$ cat src/rtl/owring_ram.sv
module owring_ram #(
    parameter int WIDTH = 8,
    parameter int DEPTH = 16
) (
    input  logic                     clk,
    input  logic                     we,
    input  logic [$clog2(DEPTH)-1:0] waddr,
    input  logic [WIDTH-1:0]         wdata,
    input  logic                     re,
    input  logic [$clog2(DEPTH)-1:0] raddr,
    output logic [WIDTH-1:0]         rdata
);

    logic [WIDTH-1:0] mem [DEPTH];
    logic [WIDTH-1:0] rdata_reg;

    always_ff @(posedge clk)
    begin
        if (we)
        begin
            mem[waddr] <= wdata;
        end
        if (re)
        begin
            rdata_reg <= mem[raddr];
        end
    end

    assign rdata = rdata_reg;

endmodule

$ cat config.mk
export PLATFORM = sky130hd
export DESIGN_NAME = owring_ram
export DESIGN_NICKNAME = d
export VERILOG_FILES = /design/src/rtl/owring_ram.sv
export SDC_FILE = /design/constraint.sdc
export NUM_CORES = 1
export LEC_CHECK = 0
export BUFFER_PORTS_ARGS = -buffer_cell sky130_fd_sc_hd__buf_4
export CAP_MARGIN = 30
export CORE_UTILIZATION = 25
export CTS_CLUSTER_DIAMETER = 200
export DETAILED_ROUTE_END_ITERATION = 10
export PLACE_DENSITY = 0.46
export SLEW_MARGIN = 20
export SYNTH_ARGS = -nofsm -noshare
export SYNTH_HDL_FRONTEND = slang
export SYNTH_SLANG_ARGS = --single-unit
$ cat constraint.sdc
create_clock -name clk -period 2 [get_ports clk]
set_input_delay 0.4 -clock clk [delete_from_list [all_inputs] [get_ports clk]]
set_output_delay 0.4 -clock clk [all_outputs]
set_load 0.02 [all_outputs]
==> results of run 1 <==
metrics by stage:
step / utilization [%] / instances
final: 32.1 / 571
after global routing: 32.1 / 571
after CTS: 32.1 / 571
after detailed placement: 28.9 / 539
after global placement: 28.9 / 539
after floorplan: - / 229
worst max path at each step:
stage / start / endpoint / slack [ns] / cells past startpoint
2_1_floorplan: waddr[2] / mem[0][0] / 0.11 / 2
3_3_place_gp: raddr[0] / rdata[3] / 0.06 / 5
3_5_place_dp: raddr[0] / rdata[4] / 0.07 / 5
4_1_cts: mem[7][6] / rdata[6] / 0.50 / 3
5_1_grt: mem[5][3] / rdata[3] / 0.46 / 3
6_report: raddr[0] / rdata[2] / 0.53 / 5
worst max-delay path, cell delays in order:
cell and delay [ns]:
buf_4 0.13, buf_12 0.18, mux4_1 0.56, a22oi_1 0.26, nand2_1 0.08
final cells by class:
class | count | area [sq um]
well taps | 270 | 338
clock inverters | 15 | 225
multi-input cells | 83 | 1060
repair buffers | 50 | 413
fillers | 1924 | 13800
clock buffers | 17 | 425
flip-flops and latches | 136 | 4080
kinds of logic (layout without fill, tap and decap cells):
| kind of cell | Yosys count | after routing | synth area share (%) |
|---|---|---|---|
| buf+inv | 10 | 82 | 1.65 |
| simple gates | 35 | 35 | 3.14 |
| compound gates | 16 | 16 | 2.30 |
| flops | 136 | 136 | 78.1 |
| mux | 32 | 32 | 14.8 |
power breakdown:
part	switching, mW	internal [mW]
clock network	1.16	2.21
logic	0.192	0.153
registers	0.0198	3.21
total	1.38	5.58
cells in the mapped netlist:
master | instances | share of area, %
edfxtp_1 | 136 | 78
mux4_2 | 18 | 7.8
a22oi_1 | 16 | 2.3
mux4_1 | 14 | 7.0
nor2_1 | 13 | 0.93
nand2_1 | 9 | 0.65
nor3_1 | 4 | 0.38
buf_2 | 3 | 0.29
buf_6 | 3 | 0.65
clkdlybuf4s25_2 | 3 | 0.57
nand2b_1 | 2 | 0.24
nand3b_1 | 2 | 0.29
and2_1 | 1 | 0.12
and2b_1 | 1 | 0.14
buf_4 | 1 | 0.14
nand3_1 | 1 | 0.096
nor2b_1 | 1 | 0.12
or3b_2 | 1 | 0.17
per-layer routing:
layer | up-vias | global-route usage, % | part of all wire, %
li1 | 1098 | - | -
met5 | - | 0 | 0
met3 | 11 | 3.78 | 4.8
met1 | 1311 | 15.2 | 48
met4 | 0 | 4.38 | 1.2
met2 | 65 | 16.4 | 46
==> flow_summary.yaml, run 1 <==
run_status:
  status: "finished, final reports clean"
final_layout:
  largest_reg_flops: 128
  final_cell_mix: "edfxtp_1 (136), buf_4 (47), mux4_2 (18)"
  antenna_cells: 0
  area_growth_pct: 25.2
  layout_commonest_cell: "edfxtp_1"
  stdcell_area_sq_um: 6540
  drive_gt1_share_pct: 33.6
  nets: 307
route:
  vias: 2485
  wl_um: 11200
  drc: 0
  final_antenna_net_count: 0
  drt-pass1-iter-count: 4
  drtIter0Drc: 203
  routed_via_density: 4.35
  wl_per_cell_um: 19.6
clock_network:
  clkLatencyLatePin_ns: 0.42
  path_clk_slew_ns: 0.06
  cts-hold-fix-buffers: 0
  ctsResizeCount: 0
  root_buffer: "clkbuf_16"
  clock-sinks: 136
  cts_tree: "done"
  ctsLongestPathBuffers: 2
  htreeDepth: 4
  cts_buffers: 17
  postCtsSetupBuffers: 0
critical_path:
  critical_path_class: "in -> reg"
  rr_endpoint: "rdata[6]"
  r2r_cells: 3
  crit_path_end_kind: "flop"
  path_max_fanout: 17
  required_ns: 2.16
  reg2reg_from: "mem[2][6]"
  worstPathArrival_ns: 1.63
  startpoint_type: "primary input"
  ff2ff_setup_slack_ns: 0.53
worst_hold_path:
  hold_class: "in -> reg"
  hold_end: "mem[12][6]"
  hp-start: "wdata[6]"
  hold_depth: 1
power_and_ir_drop:
  leakagePower_nw: 2.18
  power_density_nw_per_um2: 1060
  ir_drop_mv: 0.552
  total_power_mw: 6.95
floorplanning:
  die_h_um: 147
  die-area_sq_um: 21500
  die_x_um: 147
  start_util_pct: 25.7
  rows: 52
  fp.coreArea_sq_um: 20400
  num_io_pins: 27
timing:
  drv_slew: 0
  finalSetupViolations: 0
  worstMarginPinSlew_ns: 0.499
  holdWs_ns: 0.297
  skew_ns: 0.00471
  slew-limit-headroom_pct: 66.7
  setup_slack_ns: 0.529
  finalSetupTns_ns: 0
  max_freq_mhz: 680
  period_minus_slack_ns: 1.47
  rsz0062_at_grt: "false"
  hold_viol: 0
  fin_crit_sh_pct: 73.6
yosys:
  synth-seq-cells: 136
  synth.cell_area_sq_um: 5230
  syn-num-nets: 248
  postSynthAreaPerCell_sq_um: 22.8
  yosys_warnings: 0
  synth_cell_types: 18
  netlist_instances: 229
  yosysSeqAreaShare_pct: 78.1
global_routing:
  grt_max_degree: 18
  grt_overflow_total: 0
  grt_pass1_wl_um: 16700
  antenna_found_initial: 0
  grt_usage_pct: 11.2
  grt_pass1_vias: 2621
placed_design:
  dp_hpwl_um: 7430
  place_area_sq_um: 5890
  portBuffers: 26
  dp_slack_ns: 0.0679
  gp_congestion: 0.689
run:
  maxCapViolations: 0
Note: power is estimated with default switching activity, not from simulation.
==> inputs of run 2 (changes only) <==
clock period = 1.2 ns   (was 2 ns; I/O delays follow)
==> run 2 against run 1 <==
The run now ends with negative setup slack left. Combinational power grew 100%. Global-route usage grew 0.46 points. Worst hold slack lost 0.16 ns. Final area grew 3.4%. Critical path type is now reg -> reg. Highest routed layer unchanged.
==> flow_summary.yaml, run 2 (synthesis gave the netlist of run 1 again) <==
run_status:
  status: "finished, violations left"
  violations: "negative setup slack"
power_and_ir_drop:
  ir_drop_mv: 0.869
  leakagePower_nw: 2.20
  power_density_nw_per_um2: 1630
run:
  maxCapViolations: 0
worst_hold_path:
  hold_class: "in -> reg"
clock_network:
  clock-sinks: 136
  clkLatencyLatePin_ns: 0.41
  htreeDepth: 4
  path_clk_slew_ns: 0.06
  ctsLongestPathBuffers: 2
  postCtsSetupBuffers: 0
  cts_buffers: 17
  cts_tree: "done"
  root_buffer: "clkbuf_16"
global_routing:
  grt_overflow_total: 0
  grt_pass1_vias: 2705
  antenna_found_initial: 0
  grt_max_degree: 17
  grt_usage_pct: 11.6
  grt_pass1_wl_um: 17400
final_layout:
  largest_reg_flops: 128
  stdcell_area_sq_um: 6770
  fillerInstances: 1908
  layout_commonest_cell: "edfxtp_1"
  nets: 322
  area_growth_pct: 29.4
  final_cell_mix: "edfxtp_1 (136), buf_4 (44), mux4_2 (32)"
  multi_input_area_sq_um: 1100
  drive_gt1_share_pct: 46.7
  antenna_cells: 0
  register_area_sq_um: 4080
floorplanning:
  fp.coreArea_sq_um: 20400
  die-area_sq_um: 21500
  num_io_pins: 27
  die_h_um: 147
  rows: 52
  start_util_pct: 25.7
  die_x_um: 147
critical_path:
  slowest_delay_ns: 0.50
  crit_path_end_kind: "flop"
  path_max_fanout: 1
  cpMaxStageDelayCell: "mux4_2"
  required_ns: 1.35
  critical_path_class: "reg -> reg"
  worstPathArrival_ns: 1.59
  startpoint_type: "flop"
  crit_path_cell_trace: "mux4_2, a22oi_2, nand2_2"
timing:
  period_minus_slack_ns: 1.45
  hold_viol: 0
  setup_slack_ns: -0.245
  fin_crit_sh_pct: 120
  slew-limit-headroom_pct: 40.0
  skew_ns: 0.00826
  drv_slew: 0
  max_freq_mhz: 692
  finalSetupViolations: 12
  rsz0062_at_grt: "true"
  holdWs_ns: 0.137
  worstMarginPinSlew_ns: 0.897
placed_design:
  portBuffers: 26
  gp_congestion: 0.703
  dp_slack_ns: -0.652
  place_area_sq_um: 6150
  dp_hpwl_um: 7940
route:
  drtIter0Drc: 191
  wl_um: 11600
  drc: 0
  wl_per_cell_um: 19.8
  drt-pass1-iter-count: 4
  routed_via_density: 4.24
  vias: 2480
  final_antenna_net_count: 0
[run 2: cell count changes in the layout (fill, tap and decap cells not counted), sizes merged]
cell,before,now
bufinv,5,2
clkbuf,17,18
clkinv,5,7
inv,1,0
buf,50,65
[run 2: worst max-delay path, delay by kind of cell, from the launching register on]
kind            cells  cell delay (ns)
compound gates      1             0.18
mux                 1             0.50
flops               1             0.39
simple gates        1             0.11
[run 2: path summary, 6_finish.rpt]
check / end / cells past startpoint / slack (ns) / start
min: mem[14][1] / 1 / 0.14 / wdata[1]
min reg2reg: rdata[0] / 3 / 0.75 / mem[6][0]
max reg2reg: rdata[1] / 3 / -0.25 / mem[7][1]
max: rdata[1] / 3 / -0.25 / mem[7][1]
[run 2: per-stage QoR]
stage	std cells	TNS [ns]	total power [mW]	utilization (%)
2_1_floorplan	229	-4.96	5.81	-
3_3_place_gp	555	-28.67	6.16	30.2
3_5_place_dp	555	-29.65	6.17	30.2
4_1_cts	586	-2.20	11.1	33.2
5_1_grt	585	-2.41	11.4	33.2
6_report	585	-1.76	11.0	33.2
[run 2: routing by layer]
metal	wire [um]	global-route usage (%)
met3	490	4.03
met1	5250	15.1
met4	75	3.44
met2	5760	18.3
met5	0	0
[run 2: area by class of cell]
type	count	share of cell area [%]
tap	270	4.99
clock buffer	18	6.34
multi-input combinational	83	16.3
sequential	136	60.4
timing repair buffer	65	10.1
clock inverter	13	1.96
[run 2: power breakdown]
| part | leakage, nW | internal [mW] | switching [mW] | total, mW |
|---|---|---|---|---|
| clock network | 0.267 | 3.02 | 1.91 | 4.94 |
| logic | 0.699 | 0.330 | 0.360 | 0.690 |
| registers | 1.24 | 5.35 | 0.0360 | 5.39 |
| total | 2.20 | 8.71 | 2.31 | 11.0 |
[run 2: what timing repair did]
item                                    CTS  global route
endpoints found under the setup margin   15            16
gates resized for setup                  13             3
hold buffers                              0             0
pin swaps                                 0             2
hold endpoints to repair                  0             0
